**src/sv/assert_macros.svh**
```systemverilog
// assertion macros used by the top-level rtl file
`ifndef ASSERT_MACROS_SVH
`define ASSERT_MACROS_SVH

// same-cycle implication, disabled during reset
`define MES_ASSERT_NOW(label, clk, rst_n, ante, cons) \
  label: assert property (@(posedge clk) disable iff (!(rst_n)) (ante) |-> (cons)) \
    else $error("same-cycle check failed");

// next-cycle implication, disabled during reset
`define MES_ASSERT_NEXT(label, clk, rst_n, ante, cons) \
  label: assert property (@(posedge clk) disable iff (!(rst_n)) (ante) |=> (cons)) \
    else $error("next-cycle check failed");

`endif

```
**src/sv/mes_pkg.sv**
```systemverilog
// types, codes and constants of the markov event sequencer
`timescale 1ns / 1ps
`default_nettype none
package mes_pkg;

  localparam int unsigned MAX_EVENTS_DEF = 16;
  localparam int unsigned DRAW_W         = 15;
  localparam int unsigned WEIGHT_W       = 16;
  localparam int unsigned LEVEL_W        = 32;
  localparam int unsigned PERIOD_W       = 24;
  localparam int unsigned ACTIVE_W       = 5;
  localparam int unsigned CFG_IDX_W      = 2;

  localparam logic [PERIOD_W-1:0] PERIOD_RESET = 24'd44100;
  localparam logic [ACTIVE_W-1:0] ACTIVE_RESET = 5'd4;

  // operation codes
  localparam logic [1:0] OP_TICK    = 2'd0;
  localparam logic [1:0] OP_TRIGGER = 2'd1;
  localparam logic [1:0] OP_WEIGHT  = 2'd2;
  localparam logic [1:0] OP_VALUE   = 2'd3;

  // configuration register indexes
  localparam logic [CFG_IDX_W-1:0] CFG_MANUAL_MODE   = 2'd0;
  localparam logic [CFG_IDX_W-1:0] CFG_EVENT_PERIOD  = 2'd1;
  localparam logic [CFG_IDX_W-1:0] CFG_ACTIVE_EVENTS = 2'd2;

  typedef struct packed {
    logic                       manual_mode;
    logic [PERIOD_W-1:0]        event_period;
    logic [ACTIVE_W-1:0]        active_events;
  } cfg_t;

  typedef struct packed {
    logic [1:0]                 operation;
    logic [DRAW_W-1:0]          random_draw;
    logic [3:0]                 row_index;
    logic [3:0]                 column_index;
    logic signed [LEVEL_W-1:0]  data_word;
  } in_t;

  typedef struct packed {
    logic signed [LEVEL_W-1:0]  level;
    logic [3:0]                 state_now;
    logic [PERIOD_W-1:0]        position;
    logic                       moved;
  } out_t;

endpackage
`default_nettype wire

```
**src/sv/mes_ram.sv**
```systemverilog
// generic single-port synchronous ram with registered read
`timescale 1ns / 1ps
`default_nettype none
module mes_ram #(
  parameter int unsigned WIDTH = mes_pkg::WEIGHT_W,
  parameter int unsigned DEPTH = mes_pkg::MAX_EVENTS_DEF,
  parameter int unsigned AW    = $clog2(DEPTH)
) (
  input  wire logic             clk_i,
  input  wire logic             en_i,
  input  wire logic             we_i,
  input  wire logic [AW-1:0]    addr_i,
  input  wire logic [WIDTH-1:0] wdata_i,
  output logic      [WIDTH-1:0] rdata_o
);

  logic [WIDTH-1:0] mem_q [DEPTH];

  always_ff @(posedge clk_i) begin
    if (en_i) begin
      if (we_i) begin
        mem_q[addr_i] <= wdata_i;
      end else begin
        rdata_o <= mem_q[addr_i];
      end
    end
  end

endmodule
`default_nettype wire

```
**config.mk**
```make
export PLATFORM = sky130hd
export DESIGN_NAME = mes_ram
export DESIGN_NICKNAME = d
export VERILOG_FILES = /design/src/sv/assert_macros.svh /design/src/sv/mes_pkg.sv /design/src/sv/mes_ram.sv
export SDC_FILE = /design/constraint.sdc
export NUM_CORES = 1
export LEC_CHECK = 0
export ABC_AREA = 1
export ABC_CLOCK_PERIOD_IN_PS = 2700
export BUFFER_PORTS_ARGS = -buffer_cell sky130_fd_sc_hd__buf_2
export CORE_UTILIZATION = 45
export DETAILED_ROUTE_END_ITERATION = 16
export SLEW_MARGIN = 20
export SYNTH_ARGS = -nofsm -noshare
export SYNTH_HDL_FRONTEND = slang
export SYNTH_SLANG_ARGS = --single-unit
```
**constraint.sdc**
```tcl
create_clock -name clk_i -period 2.7 [get_ports clk_i]
set_input_delay 0.54 -clock clk_i [delete_from_list [all_inputs] [get_ports clk_i]]
set_output_delay 0.54 -clock clk_i [all_outputs]
set_load 0.02 [all_outputs]
```
== After elaboration in Yosys (flattened, before gate mapping) ==
Memory sizes are Yosys's and may differ from the RTL's. A register that Yosys moved wholly into a read port is not among the register bits.
Index checks and enable logic that the tools add are counted.

* Multiplexer cells: 3
* Bitwise logic cells: 1
* Reductions and logical operators: 1

{| class="wikitable"
|+ Operators by type and width
! kind !! count
|-
| $mux W1 || 3
|-
| $reduce_and A2 Y1 || 1
|-
| $not A1 Y1 || 1
|}

* Flip-flop bits (word level): 0
* RAM bits: 256
* Bits of input ports: 23
* Memories kept: 1

{| class="wikitable"
|+ Memory list
! name !! depth !! width !! rd ports !! clocked after Yosys merged registers in !! write ports !! RTL line !! text
|-
| mem_q || 16 || 16 || 1 || 1 || 1 || mes_ram.sv:17 || <nowiki>logic [WIDTH-1:0] mem_q [DEPTH];</nowiki>
|}

== Depth between registers and ports, before layout ==
Gate-level depths: netlist of run 1.

* Depth in word-level cells: 3
* Mapped depth: 12
* Depth with buffers taken out: 9

== Least setup slack after synthesis of run 1 ==
OpenSTA, ideal clock, no wires.

* Kind: input-to-reg
* Start point: input port addr_i[0]
* End point: memory mem_q[0][0] (netlist bit) (enable)
* Data arrival time: 1841 ps
* Setup slack: 471 ps
* Stages: 6
* Buffers on the path: 3
* Cells stage by stage: buf_4 inv_4 buf_8 buf_6 nand3_1 nor2_1

{| class="wikitable"
|+ RTL lines
! what !! RTL line !! text
|-
| start, declared || mes_ram.sv:12 || <nowiki>input wire logic [AW-1:0] addr_i,</nowiki>
|-
| end, declared || mes_ram.sv:17 ||
|}

Straight into the memory's write port.

== Worst setup path after layout of run 1 ==
* Start point: input port addr_i[0]
* End point: memory mem_q[0][7] (netlist bit) (enable)

Straight into the memory's write port.

==> impl_metrics.env, run 1 <==
export IMPL_clock_path_buffers=3
export IMPL_drt_iter0_drc=469
export IMPL_numClockSinks=272
export IMPL_final_nets=1160
export IMPL_grt_max_degree=113
export IMPL_reg2reg_depth=8
export IMPL_cp_required_ps=2910
export IMPL_hold_end="mem_q[10][15]"
export IMPL_crit_slowest_cell="inv_4"
export IMPL_p_seq_frac=0.511
export IMPL_globalplace_congestion=0.7977
export IMPL_netSwitchingPower_uw=1973
export IMPL_grt_use_total=0.2138
export IMPL_synth_seq_cells=272
export IMPL_clk_latency_ps=540
export IMPL_yosys_warnings=0
export IMPL_viasPerCell=4.935
export IMPL_instances_no_fill=1481
export IMPL_syn_nets=1097
export IMPL_insertedDiodeCount=0
export IMPL_worstPathMaxFanout=35
export IMPL_initial_core_util=0.4617
export IMPL_fp_dieH_um=160.7
export IMPL_power_uw=9249
export IMPL_p_sw_frac=0.2133
export IMPL_setup_violations_final=0
export IMPL_die_x_um=160.7
export IMPL_htreeDepth=1
export IMPL_post_synth_top_area_fraction=0.7211
export IMPL_synth_largest_area_cell="edfxtp_1"
export IMPL_cts_setup_buffers=0
export IMPL_final_period_utilization=0.6495
export IMPL_cts_root_buffer="clkbuf_16"
export IMPL_combPwrFrac=0.059
export IMPL_r2r_end="rdata_o[7]"
export IMPL_place_inst=1430
export IMPL_hold_start="wdata_i[15]"
export IMPL_drtAntennaViolNets=0
export IMPL_clk_pin_slew_ps=60
export IMPL_fin_util=0.5302
export IMPL_cp_cell_sequence="buf_4, inv_4, buf_12, nand3_1, nor2_2, buf_4"
export IMPL_path_class="in2reg"
export IMPL_path_buf_inv=4
export IMPL_synth_cell_types=12
export IMPL_cap_violations=0
export IMPL_overflow=0
export IMPL_holdPathStages=1
export IMPL_tns_ps=0
export IMPL_grt_antenna_before_repair=0
export IMPL_regToRegStartpoint="mem_q[7][7]"
export IMPL_num_io_pins=39
export IMPL_cts_tree="yes"
export IMPL_skew_ps=10.73
export IMPL_status="completed"
export IMPL_slew_headroom=0.6298
export IMPL_p_int_uw=7276
export IMPL_synthCells=1074
export IMPL_wl_um=26920
export IMPL_hp_class="in2reg"
export IMPL_placed_cell_area_mm2=0.01206
export IMPL_port_buffers=38
export IMPL_syn_area_mm2=0.01133
export IMPL_cp_data_arrival_time_ps=1960
export IMPL_syn_avg_cell_area_um2=10.55
export IMPL_die_area_mm2=0.02581
export IMPL_power_density_mw_per_mm2=711.0
export IMPL_drtPass1Iterations=5
export IMPL_area_growth_synth_to_final_pct=14.84
export IMPL_design_area_mm2=0.01301
export IMPL_multi_input_comb_area_mm2=0.002733
export IMPL_clkPwrFrac=0.430
export IMPL_final_common_cell="nand2_1"
export IMPL_peakVddDrop_mv=0.4984
export IMPL_max_stage_delay_ps=320
export IMPL_layout_common_cells="691 x nand2_1, 272 x edfxtp_1, 39 x inv_1"
export IMPL_worstSetupEndpointType="register"
export IMPL_grt_pass1_wl_um=41250
export IMPL_rsz0062_at_grt="false"
export IMPL_clock_fmax_mhz=570.2
export IMPL_grt_pass1_vias=7088
export IMPL_crit_top_cell="buf_4"
export IMPL_synth_seq_area_share=0.7211
export IMPL_vias=7309
export IMPL_fin_crit_ps=1754
export IMPL_coreArea_mm2=0.02453
export IMPL_cts_made_buffers=29
export IMPL_avgRoutedWirePerCell_um=18.17
export IMPL_critPathLaunchType="input pin"
export IMPL_path_delay_family="buffers and inverters"
export IMPL_drive_gt1_frac=0.1193
export IMPL_seqCellArea_mm2=0.008168
export IMPL_hold_buffers=0
export IMPL_worstMarginPinSlew_ps=555.4
export IMPL_reg2reg_slack_ps=1450
export IMPL_hold_viol_final=0
export IMPL_std_cell_rows=57
export IMPL_route_detailed_drc=0
export IMPL_cts_resized=0
export IMPL_dp_hpwl_um=16510
export IMPL_leakage_uw=0.005512
export IMPL_ys_top_cells_by_area="edfxtp_1 72%, nand2_1 23%, inv_1 1.3%"
export IMPL_drv_slew=0
export IMPL_nFillCells=2228
[routing by layer]
metal  up-vias  track usage  routed length, um
li1       3570            -                  -
met1      3468       0.2941              11490
met2       231       0.3526              13110
met3        40      0.03409               1630
met4         0      0.05974                682
met5         -            0                  0
[stage by stage]
| stage | worst slack (ps) | hold WS (ps) |
|---|---|---|
| floorplan | 470.7 | 638.9 |
| global placement | 396.7 | 759.7 |
| detailed placement | 390.4 | 770.0 |
| CTS | 951.6 | 380.2 |
| global route | 851.0 | 386.4 |
| finish | 946.4 | 383.3 |
[synthesized netlist by cell type]
library cell	n
clkbuf_1	5
nand2_1	691
buf_6	11
buf_8	1
buf_2	28
inv_4	1
inv_1	40
nor2_2	2
nand3_1	4
edfxtp_1	272
nor2_1	17
buf_4	2
[how the worst max path moves through the flow]
stage	from	to	depth (start not counted)	slack (ps)
floorplan	addr_i[0]	mem_q[0][0]	6	470
global placement	addr_i[0]	mem_q[0][8]	6	400
detailed placement	addr_i[0]	mem_q[0][2]	6	390
CTS	addr_i[0]	mem_q[0][7]	6	950
global route	addr_i[0]	mem_q[0][2]	6	850
finish	addr_i[0]	mem_q[0][7]	6	950
[worst register-to-register path, stage by stage (launching register included)]
cell,delay (ps)
edfxtp_1,350
nand2_1,70
nand2_1,60
nand2_1,90
nand2_1,70
nand2_1,60
nand2_1,70
inv_1,80
nand2_1,130
[logic make-up after synthesis]
family	count (synthesis)	share of synthesized area
buffers and inverters	88	0.04142
AND/OR/NAND/NOR	714	0.2375
flip-flops	272	0.7211
[state kept, by name, indices dropped and copies added, names as in the netlist]
signal,count
mem_q,256
rdata_o,16
[area by class of cell]
type                       instances  share of cell area
clock buffer                      34             0.05723
clock inverter                    17             0.01539
inverter                          41             0.01202
multi-input combinational        714              0.2101
sequential                       272              0.6279
tap                              324             0.03117
timing repair buffer              79             0.04617
[power groups by stage]
stage / logic, uW / clock network [uW] / registers (uW)
final: 546 / 3980 / 4720
after global routing: 612 / 4200 / 4730
after CTS: 551 / 4030 / 4730
after detailed placement: 547 / 0 / 4810
after global placement: 544 / 0 / 4810
after floorplan: 313 / 0 / 4830
Note: power is estimated with default switching activity, not from simulation.
==> run 2, diff against run 1 <==
- ABC_CLOCK_PERIOD_IN_PS: 2700 -> 1470
- clock period: 2.7 -> 1.47 ns (I/O delays scaled with it)
==> run 2 against run 1 <==
Net effect:
- first-iteration DRC count rose by 35%
- combinational power rose by 110%
- critical endpoint is now rdata_o[10]
- hold slack got worse by 230 ps
- worst setup slack got worse by 1000 ps
- clock power rose by 68%
- sequential share of layout area fell by 2.9 points
- the flow now finishes with violations (negative setup slack)
- global-route usage barely moved
- register-to-register slack got worse by 1200 ps
==> impl_metrics.env, run 2 (same netlist as run 1, synthesis figures left out) <==
export IMPL_p_sw_frac=0.2251
export IMPL_skew_ps=22.87
export IMPL_crit_slowest_cell="edfxtp_1"
export IMPL_failed_checks="negative setup slack"
export IMPL_path_delay_family="flip-flops"
export IMPL_clk_pin_slew_ps=60
export IMPL_worstMarginPinSlew_ps=411.8
export IMPL_grt_max_degree=81
export IMPL_path_buf_inv=1
export IMPL_setup_violations_final=3
export IMPL_rsz0062_at_grt="true"
export IMPL_clk_latency_ps=550
export IMPL_drive_gt1_frac=0.1418
export IMPL_fp_dieH_um=160.7
export IMPL_area_growth_synth_to_final_pct=20.32
export IMPL_status="finished with violations"
export IMPL_reg_top3="mem_q x256, rdata_o x16"
export IMPL_num_io_pins=39
export IMPL_cts_tree="yes"
export IMPL_grt_antenna_before_repair=1
export IMPL_grt_use_total=0.2141
export IMPL_hp_class="in2reg"
export IMPL_drtPass1Iterations=5
export IMPL_netSwitchingPower_uw=3714
export IMPL_hold_viol_final=0
export IMPL_die_x_um=160.7
export IMPL_cap_violations=0
export IMPL_drt_iter0_drc=634
export IMPL_final_period_utilization=1.045
export IMPL_route_detailed_drc=0
export IMPL_cts_setup_buffers=0
export IMPL_cp_data_arrival_time_ps=1240
export IMPL_initial_core_util=0.4617
export IMPL_peakVddDrop_mv=0.7378
export IMPL_drv_slew=0
export IMPL_coreArea_mm2=0.02453
export IMPL_viasPerCell=4.926
export IMPL_port_buffers=38
export IMPL_cp_required_ps=1180
export IMPL_final_common_cell="nand2_1"
export IMPL_power_density_mw_per_mm2=1211
export IMPL_clock_fmax_mhz=651.0
export IMPL_grt_pass1_wl_um=41410
export IMPL_largest_reg_flops=256
export IMPL_htreeDepth=1
export IMPL_p_seq_frac=0.526
export IMPL_fin_crit_ps=1536
export IMPL_worstSetupEndpointType="output pin"
export IMPL_std_cell_rows=57
export IMPL_numClockSinks=272
export IMPL_grt_pass1_vias=7100
export IMPL_p_int_uw=12780
export IMPL_insertedDiodeCount=0
export IMPL_critPathLaunchType="register"
export IMPL_dp_hpwl_um=17250
export IMPL_overflow=0
export IMPL_cts_root_buffer="clkbuf_16"
export IMPL_avgRoutedWirePerCell_um=17.64
export IMPL_drtAntennaViolNets=0
export IMPL_clkPwrFrac=0.405
export IMPL_max_stage_delay_ps=500
export IMPL_die_area_mm2=0.02581
export IMPL_path_class="reg2out"
export IMPL_power_uw=16500
export IMPL_fin_util=0.5555
export IMPL_regMostFlops="mem_q"
export IMPL_globalplace_congestion=0.8184
export IMPL_cts_made_buffers=29
export IMPL_slew_headroom=0.7255
export IMPL_final_nets=1185
export IMPL_wl_um=26620
export IMPL_cp_cell_sequence="buf_6"
export IMPL_leakage_uw=0.005700
export IMPL_fin_ws_ps=-66.15
export IMPL_layout_common_cells="691 x nand2_1, 272 x edfxtp_1, 39 x inv_1"
export IMPL_combPwrFrac=0.069
export IMPL_clock_path_buffers=3
export IMPL_worstPathMaxFanout=1
export IMPL_vias=7433
-- run 2: what timing repair did --
item,in CTS,in global routing
gates resized for setup,10,0
hold buffers,0,0
endpoints found under the setup margin,5,5
-- run 2: worst paths after layout --
kind | from | to | slack [ps] | depth (start not counted)
hold reg to reg | mem_q[4][10] | rdata_o[10] | 770 | 8
setup reg to reg | mem_q[5][12] | rdata_o[12] | 250 | 8
hold / removal | wdata_i[10] | mem_q[14][10] | 160 | 1
setup / recovery | rdata_o[10] | rdata_o[10] | -70 | 1
-- run 2: final cells by class --
class | count | area [um2]
Fill cell | 2127 | 10900
Clock inverter | 23 | 141.4
Inverter | 41 | 156.4
Tap cell | 324 | 405.4
Multi-Input combinational cell | 714 | 2868
Sequential cell | 272 | 8168
Clock buffer | 31 | 733.2
Timing Repair Buffer | 104 | 1157
-- run 2: metrics by stage --
stage / instance area, um2 / hold WS, ps / worst slack [ps] / instances / setup TNS, ps
after floorplan: 11540 / 392.9 / -78.72 / 1074 / -11170
after global routing: 13630 / 146.0 / -90.27 / 1509 / -281.2
after detailed placement: 12720 / 727.2 / -183.3 / 1455 / -30890
after CTS: 13630 / 147.2 / -74.95 / 1509 / -229.5
final: 13630 / 156.2 / -66.15 / 1509 / -147.2
after global placement: 12720 / 719.3 / -174.9 / 1455 / -29250
-- run 2: power by group through the flow --
stage          clock network, uW  registers (uW)  logic (uW)
3_5_place_dp                   0            8850        1130
6_report                    6680            8690        1130
2_1_floorplan                  0            8870         619
4_1_cts                     6800            8690        1140
3_3_place_gp                   0            8850        1120
5_1_grt                     7090            8690        1260
-- run 2: routing by layer --
layer	GRT usage	vias to the layer above	routed length (um)
met4	0.04805	0	349
met2	0.3571	214	12930
met1	0.2990	3551	11670
met3	0.02944	30	1671
met5	0	-	0
li1	-	3638	-
