==> src/sv/assert_macros.svh <==
// assertion macros used by the top-level rtl file
`ifndef ASSERT_MACROS_SVH
`define ASSERT_MACROS_SVH

// same-cycle implication, disabled during reset
`define MES_ASSERT_NOW(label, clk, rst_n, ante, cons) \
  label: assert property (@(posedge clk) disable iff (!(rst_n)) (ante) |-> (cons)) \
    else $error("same-cycle check failed");

// next-cycle implication, disabled during reset
`define MES_ASSERT_NEXT(label, clk, rst_n, ante, cons) \
  label: assert property (@(posedge clk) disable iff (!(rst_n)) (ante) |=> (cons)) \
    else $error("next-cycle check failed");

`endif

==> src/sv/mes_pkg.sv <==
// types, codes and constants of the markov event sequencer
`timescale 1ns / 1ps
`default_nettype none
package mes_pkg;

  localparam int unsigned MAX_EVENTS_DEF = 16;
  localparam int unsigned DRAW_W         = 15;
  localparam int unsigned WEIGHT_W       = 16;
  localparam int unsigned LEVEL_W        = 32;
  localparam int unsigned PERIOD_W       = 24;
  localparam int unsigned ACTIVE_W       = 5;
  localparam int unsigned CFG_IDX_W      = 2;

  localparam logic [PERIOD_W-1:0] PERIOD_RESET = 24'd44100;
  localparam logic [ACTIVE_W-1:0] ACTIVE_RESET = 5'd4;

  // operation codes
  localparam logic [1:0] OP_TICK    = 2'd0;
  localparam logic [1:0] OP_TRIGGER = 2'd1;
  localparam logic [1:0] OP_WEIGHT  = 2'd2;
  localparam logic [1:0] OP_VALUE   = 2'd3;

  // configuration register indexes
  localparam logic [CFG_IDX_W-1:0] CFG_MANUAL_MODE   = 2'd0;
  localparam logic [CFG_IDX_W-1:0] CFG_EVENT_PERIOD  = 2'd1;
  localparam logic [CFG_IDX_W-1:0] CFG_ACTIVE_EVENTS = 2'd2;

  typedef struct packed {
    logic                       manual_mode;
    logic [PERIOD_W-1:0]        event_period;
    logic [ACTIVE_W-1:0]        active_events;
  } cfg_t;

  typedef struct packed {
    logic [1:0]                 operation;
    logic [DRAW_W-1:0]          random_draw;
    logic [3:0]                 row_index;
    logic [3:0]                 column_index;
    logic signed [LEVEL_W-1:0]  data_word;
  } in_t;

  typedef struct packed {
    logic signed [LEVEL_W-1:0]  level;
    logic [3:0]                 state_now;
    logic [PERIOD_W-1:0]        position;
    logic                       moved;
  } out_t;

endpackage
`default_nettype wire

==> src/sv/mes_cfg.sv <==
// configuration register file
`timescale 1ns / 1ps
`default_nettype none
module mes_cfg (
  input  wire logic                               clk_i,
  input  wire logic                               rst_ni,
  input  wire logic                               cfg_valid_i,
  output logic                                    cfg_ready_o,
  input  wire logic [mes_pkg::CFG_IDX_W-1:0]      cfg_index_i,
  input  wire logic [mes_pkg::PERIOD_W-1:0]       cfg_data_i,
  output mes_pkg::cfg_t                           cfg_o
);

  mes_pkg::cfg_t cfg_q, cfg_d;

  assign cfg_ready_o = 1'b1;
  assign cfg_o       = cfg_q;

  always_comb begin
    cfg_d = cfg_q;
    if (cfg_valid_i) begin
      unique case (cfg_index_i)
        mes_pkg::CFG_MANUAL_MODE:   cfg_d.manual_mode   = cfg_data_i[0];
        mes_pkg::CFG_EVENT_PERIOD:  cfg_d.event_period  = cfg_data_i;
        mes_pkg::CFG_ACTIVE_EVENTS: cfg_d.active_events = cfg_data_i[mes_pkg::ACTIVE_W-1:0];
        default: ;  // unused index, write dropped
      endcase
    end
  end

  always_ff @(posedge clk_i or negedge rst_ni) begin
    if (!rst_ni) begin
      cfg_q.manual_mode   <= 1'b0;
      cfg_q.event_period  <= mes_pkg::PERIOD_RESET;
      cfg_q.active_events <= mes_pkg::ACTIVE_RESET;
    end else begin
      cfg_q <= cfg_d;
    end
  end

endmodule
`default_nettype wire

==> config.mk <==
export PLATFORM = sky130hd
export DESIGN_NAME = mes_cfg
export DESIGN_NICKNAME = d
export VERILOG_FILES = /design/src/sv/assert_macros.svh /design/src/sv/mes_pkg.sv /design/src/sv/mes_cfg.sv
export SDC_FILE = /design/constraint.sdc
export NUM_CORES = 1
export LEC_CHECK = 0
export BUFFER_PORTS_ARGS = -buffer_cell sky130_fd_sc_hd__buf_2
export CORE_MARGIN = 5
export CORE_UTILIZATION = 40
export DETAILED_ROUTE_END_ITERATION = 10
export PLACE_DENSITY = 0.83
export SKIP_LAST_GASP = 1
export SLEW_MARGIN = 20
export SYNTH_ARGS = -nofsm -noshare
export SYNTH_HDL_FRONTEND = slang
export SYNTH_SLANG_ARGS = --single-unit
==> constraint.sdc <==
create_clock -name clk_i -period 0.85 [get_ports clk_i]
set_clock_uncertainty 0.1 [all_clocks]
set_input_delay 0.0425 -clock clk_i [delete_from_list [all_inputs] [get_ports clk_i]]
set_output_delay 0.0425 -clock clk_i [all_outputs]
set_load 0.01 [all_outputs]
### Word level (Yosys, flattened, before mapping)

Index checks and enable logic that the tools add are counted.

* eq/ne operators: 2
* reduce and logical (&&, ||, !) cells: 4

Operators by type and width (number)
* $reduce_and 2->1: 3
* $eq 2x1->1 const B: 1
* $eq 2x2->1 const B: 1
* $logic_not 2->1: 1

* register bits after elaboration: 30
* bits of input ports: 29
* output and inout port bits: 31
* logic and storage cells: 9

### Depth between registers and ports, before layout

Gate-level depths: netlist (run 1).

* depth in word-level cells: 2
* gate-level depth with buffers: 3
* mapped depth without buffers: 2

### Worst setup path after synthesis (run 1)

OpenSTA, ideal clock, no wires.

* kind: in2reg
* from: input port cfg_index_i[1] (netlist name)
* to: register cfg_q, in the netlist cfg_o[10]
* library setup time: 125 ps
* data arrival time: 672 ps
* required time: 625 ps
* setup slack: -47 ps
* cell stages on the path: 3
* buffers on the path: 1
* cell sequence: nand3b_4 > buf_6 > mux2_4

* cells in the longest elaborated chain, start to end: 2

Ends and longest elaborated chain
* from (decl): line mes_cfg.sv:9 `input wire logic [mes_pkg::CFG_IDX_W-1:0] cfg_index_i,`
* $eq 2x1->1: line mes_cfg.sv:22 `unique case (cfg_index_i)`
* $reduce_and 2->1 (no line)
* to (signal assigned): line mes_cfg.sv:37 `cfg_q <= cfg_d;`
* to (decl): line mes_cfg.sv:14 `mes_pkg::cfg_t cfg_q, cfg_d;`

No other way between the ends.
A chain may end at the register's enable or synchronous reset.

### Final worst setup path (run 1)

* from: register cfg_q, in the netlist cfg_o[7]
* to: output port cfg_o[7] (netlist name)

RTL lines
* to (decl): line mes_cfg.sv:11 `output mes_pkg::cfg_t cfg_o`

No word-level cell between the ends.

==> flow_metrics.env, run 1 <==
export IMPL_finalNonFillerCells=206
export IMPL_worstPathRequired_ns=0.71
export IMPL_ioPinCount=60
export IMPL_ant_nets=0
export IMPL_violations="setup timing"
export IMPL_largest_register_ffs=30
export IMPL_syn_area_um2=1240
export IMPL_period_needed_ns=1.12
export IMPL_vias_per_cell=4.64
export IMPL_drive_gt1_share_pct=70.5
export IMPL_dpl_cell_count=159
export IMPL_crit_arrival_ns=0.98
export IMPL_antenna_found_initial=0
export IMPL_max_vdd_ir_drop_mv=1.12
export IMPL_wl_per_cell_um=16.5
export IMPL_grt_use_total_pct=16.6
export IMPL_areaGrowthSynthToFinish_pct=74.2
export IMPL_dieHeight_um=65.7
export IMPL_wl_mm=3.40
export IMPL_avgSynthCellArea_um2=18.5
export IMPL_pre_cts_slack_ns=-0.221
export IMPL_max_stage_delay_ns=0.55
export IMPL_period_share_pct=132
export IMPL_layout_common_cells="buf_2 (48), mux2_4 (28), dlygate4sd3_1 (24)"
export IMPL_r2r_cells=2
export IMPL_fmax_ghz=0.894
export IMPL_finalSetupViolations=54
export IMPL_cts_hold_buf=25
export IMPL_post_synth_top_area_fraction_pct=46.4
export IMPL_gp_congestion=0.701
export IMPL_grt_first_pass_wirelength_mm=5.13
export IMPL_initial_utilization_pct=41.3
export IMPL_yosysUniqueCellTypes=10
export IMPL_cts_tree="yes"
export IMPL_finalHoldViolations=0
export IMPL_worstSetupStartpointType="flop"
export IMPL_critPathMaxFanout=2
export IMPL_io_buffers=58
export IMPL_path_cells="buf_6"
export IMPL_drv_cap=0
export IMPL_grt_max_degree=31
export IMPL_ys_top_cells_by_area="dfrtp_1 (46%), mux2_4 (24%), dfstp_2 (15%)"
export IMPL_synth_seq_cells=30
export IMPL_rows=20
export IMPL_tns_ns=-7.34
export IMPL_cts_max_level=2
export IMPL_slew_violations=0
export IMPL_critPathTopFamily="flip-flops"
export IMPL_cts_sinks=30
export IMPL_coreArea_um2=3000
export IMPL_dr_pass1_iters=3
export IMPL_insertedDiodeCount=0
export IMPL_dieArea_um2=4320
export IMPL_path_class="reg -> out"
export IMPL_cts_buffers=5
export IMPL_worstSkewPairLatency_ns=0.32
export IMPL_final_area_um2=2160
export IMPL_final_common_cell="buf_2"
export IMPL_ys_seq_area_share_pct=61.2
export IMPL_clockBufferDepth=2
export IMPL_synth_top_area_cell="dfrtp_1"
export IMPL_power_leakage_nw=1.15
export IMPL_grt_pass1_vias=1046
export IMPL_path_buf_inv=1
export IMPL_initialDrtViolationCount=14
export IMPL_clk_pin_slew_ns=0.10
export IMPL_dpl_hpwl_mm=2.03
export IMPL_end_kind="primary output"
export IMPL_crit_slowest_cell="dfstp_2"
export IMPL_place_area_um2=1620
export IMPL_synthCells=67
export IMPL_vias=956
export IMPL_syn_nets=96
export IMPL_grt_setup_unrepaired="true"
export IMPL_outcome="finished, violations left"
export IMPL_holdPathStages=3
export IMPL_hold_path_class="in -> reg"
export IMPL_die_w_um=65.7
export IMPL_ys_warn_count=0
export IMPL_final_nets=201
export IMPL_powerDensity_nw_per_um2=1990
export IMPL_path_depth=1
export IMPL_drc=0
export IMPL_cts_root_buf="clkbuf_4"
export IMPL_overflow=0
export IMPL_setup_slack_ns=-0.269
==> what timing repair did <==
item / CTS / global route
pin swaps: 0 / 0
buffers inserted: 12 / 2
endpoints found under the hold margin: 60 / 1
setup endpoints to repair: 47 / 59
resized for setup: 12 / 15
==> metal layers <==
metal  vias up  global-route usage (%)  share of wire [%]
met5         -                       0                  0
met2        44                    27.0                 54
met4         0                    9.07                2.1
li1        443                       -                  -
met3         8                    6.32                5.7
met1       461                    18.4                 39
==> worst paths after layout <==
path | to | startpoint | slack [ns]
min | cfg_o[29] | cfg_index_i[1] | 0.007
max in group asynchronous | cfg_o[16] | rst_ni | 0.31
min reg2reg | cfg_o[24] | cfg_o[24] | 0.42
min in group asynchronous | cfg_o[1] | rst_ni | 0.09
max | cfg_o[7] | cfg_o[7] | -0.27
max reg2reg | cfg_o[9] | cfg_o[9] | -0.16
==> cell type report <==
cell class / instances / area (um^2)
fill: 187 / 841
multi-input combinational: 34 / 482
timing repair buffer: 101 / 816
sequential: 30 / 759
tap: 33 / 41.3
clock inverter: 2 / 12.5
clock buffer: 6 / 51.3
==> kinds of logic after synthesis <==
family	share of synthesized area (%)
flip-flops	61.2
buffers and inverters	2.42
other	0.302
multiplexers	33.3
AND/OR/NAND/NOR	2.82
==> stage by stage <==
| stage | power [mW] | hold WS [ns] | utilization (%) |
|---|---|---|---|
| 5_1_grt | 4.54 | -0.0226 | 72.0 |
| 6_report | 4.30 | 0.00698 | 72.0 |
| 4_1_cts | 4.18 | -0.00958 | 69.5 |
| 2_1_floorplan | 2.45 | -0.353 | - |
| 3_3_place_gp | 2.88 | -0.101 | 53.9 |
| 3_5_place_dp | 2.92 | -0.0967 | 53.9 |
==> power by group <==
| group | switching (mW) | leakage, nW | internal [mW] |
|---|---|---|---|
| clock network | 0.484 | 0.0343 | 0.397 |
| logic | 0.488 | 0.769 | 0.987 |
| registers | 0.195 | 0.346 | 1.75 |
==> Yosys cell counts <==
| master | n |
|---|---|
| dfrtp_1 | 23 |
| mux2_4 | 20 |
| mux2_2 | 10 |
| dfstp_2 | 7 |
| buf_6 | 2 |
| buf_4 | 1 |
| conb_1 | 1 |
| nand3b_1 | 1 |
| nand3b_4 | 1 |
| nor3b_1 | 1 |
Note: power is estimated with default switching activity, not from simulation.
==> inputs of run 2 (changes only) <==
--- a/config.mk
+++ b/config.mk
@@ -9,6 +9,7 @@
 export CORE_MARGIN = 5
 export CORE_UTILIZATION = 40
 export DETAILED_ROUTE_END_ITERATION = 10
+export GPL_TIMING_DRIVEN = 0
 export PLACE_DENSITY = 0.83
 export SKIP_LAST_GASP = 1
 export SLEW_MARGIN = 20
==> run 2 against run 1 <==
  * The flow still finishes with violations (setup timing)
  * Utilization is 1.2 points lower
  * Critical path depth stayed put
  * Sequential share of layout area is 0.58 points higher
  * Worst hold slack better by 0.027 ns
  * Sequential power hardly changed
  * Critical path type unchanged
  * Routed wire length is 3.2% lower
  * Largest power group unchanged
  * Non-clock buffer count is 2 higher
  * Critical endpoint is now cfg_o[11]
  * Largest cell class unchanged
==> flow_metrics.env, run 2 (same netlist as run 1, synthesis figures left out) <==
export IMPL_die_w_um=65.7
export IMPL_use_met1_pct=15.8
export IMPL_drive_gt1_share_pct=70.1
export IMPL_clk_pin_slew_ns=0.09
export IMPL_grt_setup_unrepaired="true"
export IMPL_finalSetupViolations=56
export IMPL_outcome="finished, violations left"
export IMPL_layout_common_cells="buf_2 (47), mux2_4 (27), dlygate4sd3_1 (25)"
export IMPL_rows=20
export IMPL_coreArea_um2=3000
export IMPL_cts_max_level=2
export IMPL_grt_first_pass_wirelength_mm=4.85
export IMPL_areaGrowthSynthToFinish_pct=71.4
export IMPL_cts_sinks=30
export IMPL_initial_utilization_pct=41.3
export IMPL_period_share_pct=132
export IMPL_grt_use_met2_pct=27.7
export IMPL_grt_max_degree=31
export IMPL_cts_buffers=5
export IMPL_final_common_cell="buf_2"
export IMPL_busiest_layer="met2"
export IMPL_antenna_found_initial=0
export IMPL_max_vdd_ir_drop_mv=1.28
export IMPL_largest_register_ffs=30
export IMPL_dieArea_um2=4320
export IMPL_crit_slowest_cell="dfstp_2"
export IMPL_dpl_cell_count=158
export IMPL_path_buf_inv=1
export IMPL_dpl_hpwl_mm=2.01
export IMPL_finalHoldViolations=0
export IMPL_wl_mm=3.29
export IMPL_final_nets=203
export IMPL_power_leakage_nw=1.13
export IMPL_period_needed_ns=1.12
export IMPL_slew_violations=0
export IMPL_ant_nets=0
export IMPL_overflow=0
export IMPL_insertedDiodeCount=0
export IMPL_pre_cts_slack_ns=-0.256
export IMPL_cts_tree="yes"
export IMPL_end_kind="primary output"
export IMPL_vias=967
export IMPL_hold_path_class="in -> reg"
export IMPL_max_stage_delay_ns=0.56
export IMPL_clockBufferDepth=2
export IMPL_powerDensity_nw_per_um2=2000
export IMPL_drv_cap=0
export IMPL_setup_slack_ns=-0.273
export IMPL_grt_use_total_pct=16.0
export IMPL_worstSetupStartpointType="flop"
export IMPL_critPathTopFamily="flip-flops"
export IMPL_violations="setup timing"
export IMPL_dr_pass1_iters=4
export IMPL_crit_arrival_ns=0.98
export IMPL_path_class="reg -> out"
export IMPL_grt_pass1_vias=1026
export IMPL_grt_use_met3_pct=6.32
export IMPL_dieHeight_um=65.7
export IMPL_critPathMaxFanout=2
export IMPL_ioPinCount=60
export IMPL_initialDrtViolationCount=11
export IMPL_drc=0
export IMPL_worstSkewPairLatency_ns=0.32
export IMPL_worstPathRequired_ns=0.71
export IMPL_path_cells="buf_6"
export IMPL_vias_per_cell=4.67
export IMPL_fmax_ghz=0.890
export IMPL_finalNonFillerCells=207
export IMPL_cts_root_buf="clkbuf_4"
export IMPL_gp_congestion=0.701
export IMPL_wl_per_cell_um=15.9
export IMPL_io_buffers=58
## run 2: power breakdown
| group | internal (mW) | switching, mW |
|---|---|---|
| clock network | 0.390 | 0.451 |
| logic | 0.988 | 0.490 |
| registers | 1.75 | 0.185 |
## run 2: worst min-delay path: stages
cell and delay (ns):
buf_2 0.11, nor3b_1 0.05, mux2_2 0.22
## run 2: layer usage
layer  share of wire [%]  vias up
li1                    -      443
met1                  37      469
met2                  53       45
met3                 6.7       10
met4                 3.6        0
met5                   0        -
## run 2: path summary, 6_finish.rpt
path | to | start | depth (start not counted) | slack, ns
hold / removal | cfg_o[29] | cfg_index_i[1] | 3 | 0.03
max in group asynchronous | cfg_o[7] | rst_ni | 2 | 0.23
hold reg to reg | cfg_o[21] | cfg_o[21] | 1 | 0.41
setup reg to reg | cfg_o[29] | cfg_o[29] | 2 | -0.16
setup / recovery | cfg_o[11] | cfg_o[11] | 1 | -0.27
min in group asynchronous | cfg_o[3] | rst_ni | 2 | 0.10
## run 2: layout make-up
| cell class | instances | area, um^2 |
|---|---|---|
| sequential | 30 | 759 |
| fill | 195 | 876 |
| timing repair buffer | 100 | 763 |
| buffer | 3 | 30.0 |
| clock buffer | 7 | 55.1 |
| multi-input combinational | 34 | 478 |
| tap | 33 | 41.3 |
## run 2: timing repair
item                       CTS  global route
hold endpoints to repair    53             3
buffers inserted             8            10
setup endpoints to repair   45            84
hold buffers                24             1
resized for setup           11            13
## run 2: metrics by stage
step                      hold WS, ns  util [%]  power (mW)  instance area [um^2]  TNS, ns
after floorplan                -0.353         -        2.45                  1250   -0.878
after global placement       -0.00899      52.6        2.85                  1580    -5.05
after detailed placement      0.00365      52.6        2.90                  1580    -5.99
after CTS                      -0.136      66.4        4.05                  1990    -6.76
after global routing           0.0146      70.8        4.46                  2130    -9.34
final                          0.0335      70.8        4.25                  2130    -7.48
==> inputs of run 3 (changes only) <==
--- a/config.mk
+++ b/config.mk
@@ -11,6 +11,7 @@
 export DETAILED_ROUTE_END_ITERATION = 10
 export GPL_TIMING_DRIVEN = 0
 export PLACE_DENSITY = 0.83
+export REMOVE_ABC_BUFFERS = 1
 export SKIP_LAST_GASP = 1
 export SLEW_MARGIN = 20
 export SYNTH_ARGS = -nofsm -noshare
==> run 3 against run 2 <==
  * The flow still finishes with violations (setup timing)
  * Maximum frequency decreased by 0.90%
  * Sequential cell count unchanged
  * Power increased by 0.41%
  * Sequential share of layout area increased by 0.063 points
  * Die area unchanged
  * Clock power decreased by 0.6%
  * Routed wire length increased by 8.1%
  * First-iteration DRC count increased by 73%
  * Critical path type unchanged
==> flow_metrics.env, run 3 (same netlist as run 1, synthesis figures left out) <==
export IMPL_grt_max_degree=31
export IMPL_worstPathRequired_ns=0.71
export IMPL_violations="setup timing"
export IMPL_holdPathStages=3
export IMPL_power_leakage_nw=1.13
export IMPL_vias_per_cell=4.72
export IMPL_path_class="reg -> out"
export IMPL_grt_first_pass_wirelength_mm=5.21
export IMPL_period_needed_ns=1.13
export IMPL_wl_mm=3.56
export IMPL_largest_register_ffs=30
export IMPL_wl_per_cell_um=17.4
export IMPL_r2r_slack_ns=-0.16
export IMPL_critPathTopFamily="flip-flops"
export IMPL_worstSkewPairLatency_ns=0.33
export IMPL_path_buf_inv=1
export IMPL_gp_congestion=0.666
export IMPL_cts_max_level=2
export IMPL_overflow=0
export IMPL_initialDrtViolationCount=19
export IMPL_r2r_end="cfg_o[12]"
export IMPL_drc=0
export IMPL_final_util_pct=70.7
export IMPL_critPathMaxFanout=2
export IMPL_grt_use_total_pct=16.8
export IMPL_outcome="finished, violations left"
export IMPL_pre_cts_slack_ns=-0.441
export IMPL_cts_tree="yes"
export IMPL_insertedDiodeCount=0
export IMPL_dieArea_um2=4320
export IMPL_vias=968
export IMPL_setup_slack_ns=-0.284
export IMPL_finalHoldViolations=0
export IMPL_clk_pin_slew_ns=0.10
export IMPL_areaGrowthSynthToFinish_pct=71.1
export IMPL_p_total_mw=4.27
export IMPL_nFillCells=189
export IMPL_dpl_hpwl_mm=1.84
export IMPL_cts_root_buf="clkbuf_4"
export IMPL_ioPinCount=60
export IMPL_crit_start="cfg_o[2]"
export IMPL_drv_cap=0
export IMPL_antenna_found_initial=0
export IMPL_path_depth=1
export IMPL_end_kind="primary output"
export IMPL_grt_setup_unrepaired="true"
export IMPL_cts_sinks=30
export IMPL_coreArea_um2=3000
export IMPL_powerDensity_nw_per_um2=2010
export IMPL_final_nets=200
export IMPL_grt_pass1_vias=1064
export IMPL_dr_pass1_iters=2
export IMPL_slew_violations=0
export IMPL_final_common_cell="buf_2"
export IMPL_r2r_cells=2
export IMPL_dieHeight_um=65.7
export IMPL_worstSetupStartpointType="flop"
export IMPL_rows=20
export IMPL_drive_gt1_share_pct=70.3
export IMPL_max_stage_delay_ns=0.56
export IMPL_cts_buffers=5
export IMPL_io_buffers=58
export IMPL_initial_utilization_pct=41.3
export IMPL_crit_end="cfg_o[2]"
export IMPL_hold_path_class="in -> reg"
export IMPL_layout_common_cells="buf_2 (46), mux2_4 (28), dlygate4sd3_1 (25)"
export IMPL_crit_slowest_cell="dfstp_2"
export IMPL_path_cells="buf_6"
export IMPL_period_share_pct=133
export IMPL_clockBufferDepth=2
export IMPL_fmax_ghz=0.882
export IMPL_regToRegStartpoint="cfg_o[12]"
export IMPL_crit_arrival_ns=0.99
export IMPL_max_vdd_ir_drop_mv=1.51
export IMPL_ant_nets=0
export IMPL_finalSetupViolations=56
export IMPL_die_w_um=65.7
run 3: layout make-up:
class | instances | area, um^2 | area share (%)
clock buffers | 5 | 37.5 | 1.77
flip-flops and latches | 30 | 759 | 35.8
multi-input cells | 35 | 502 | 23.6
clock inverters | 3 | 21.3 | 1.00
repair buffers | 99 | 762 | 35.9
well taps | 33 | 41.3 | 1.94
run 3: through the flow:
step	std cells	hold slack, ns	TNS (ns)	area [um^2]
4_1_cts	196	0.0221	-6.75	2010
5_1_grt	205	0.0212	-9.86	2120
2_1_floorplan	64	-0.353	-4.09	1210
6_report	205	0.0318	-7.68	2120
3_5_place_dp	155	0.00451	-10.82	1540
3_3_place_gp	155	-0.0101	-9.71	1540
run 3: how the worst min path moves through the flow:
stage,start,end,slack (ns)
final,cfg_index_i[1],cfg_o[29],0.03
after global routing,cfg_index_i[1],cfg_o[29],0.02
after CTS,cfg_index_i[1],cfg_o[29],0.02
after detailed placement,rst_ni,cfg_o[6],0.005
after global placement,rst_ni,cfg_o[22],-0.01
after floorplan,rst_ni,cfg_o[0],-0.35
run 3: power by group:
part / switching (mW) / internal [mW]
Clock: 0.514 / 0.321
Sequential: 0.190 / 1.75
Combinational: 0.506 / 0.988
Total: 1.21 / 3.06
run 3: routing by layer:
| layer | global-route usage, % | routed length (um) |
|---|---|---|
| met2 | 28.7 | 1830 |
| met5 | 0 | 0 |
| met1 | 19.0 | 1400 |
| met4 | 4.40 | 15 |
| met3 | 7.35 | 318 |
run 3: repair_timing:
item	in CTS	in global routing
gates cloned	1	0
pin swaps	0	0
hold endpoints to repair	53	0
gates resized for setup	18	13
buffers inserted	7	11
hold buffers	25	0
setup endpoints to repair	60	89
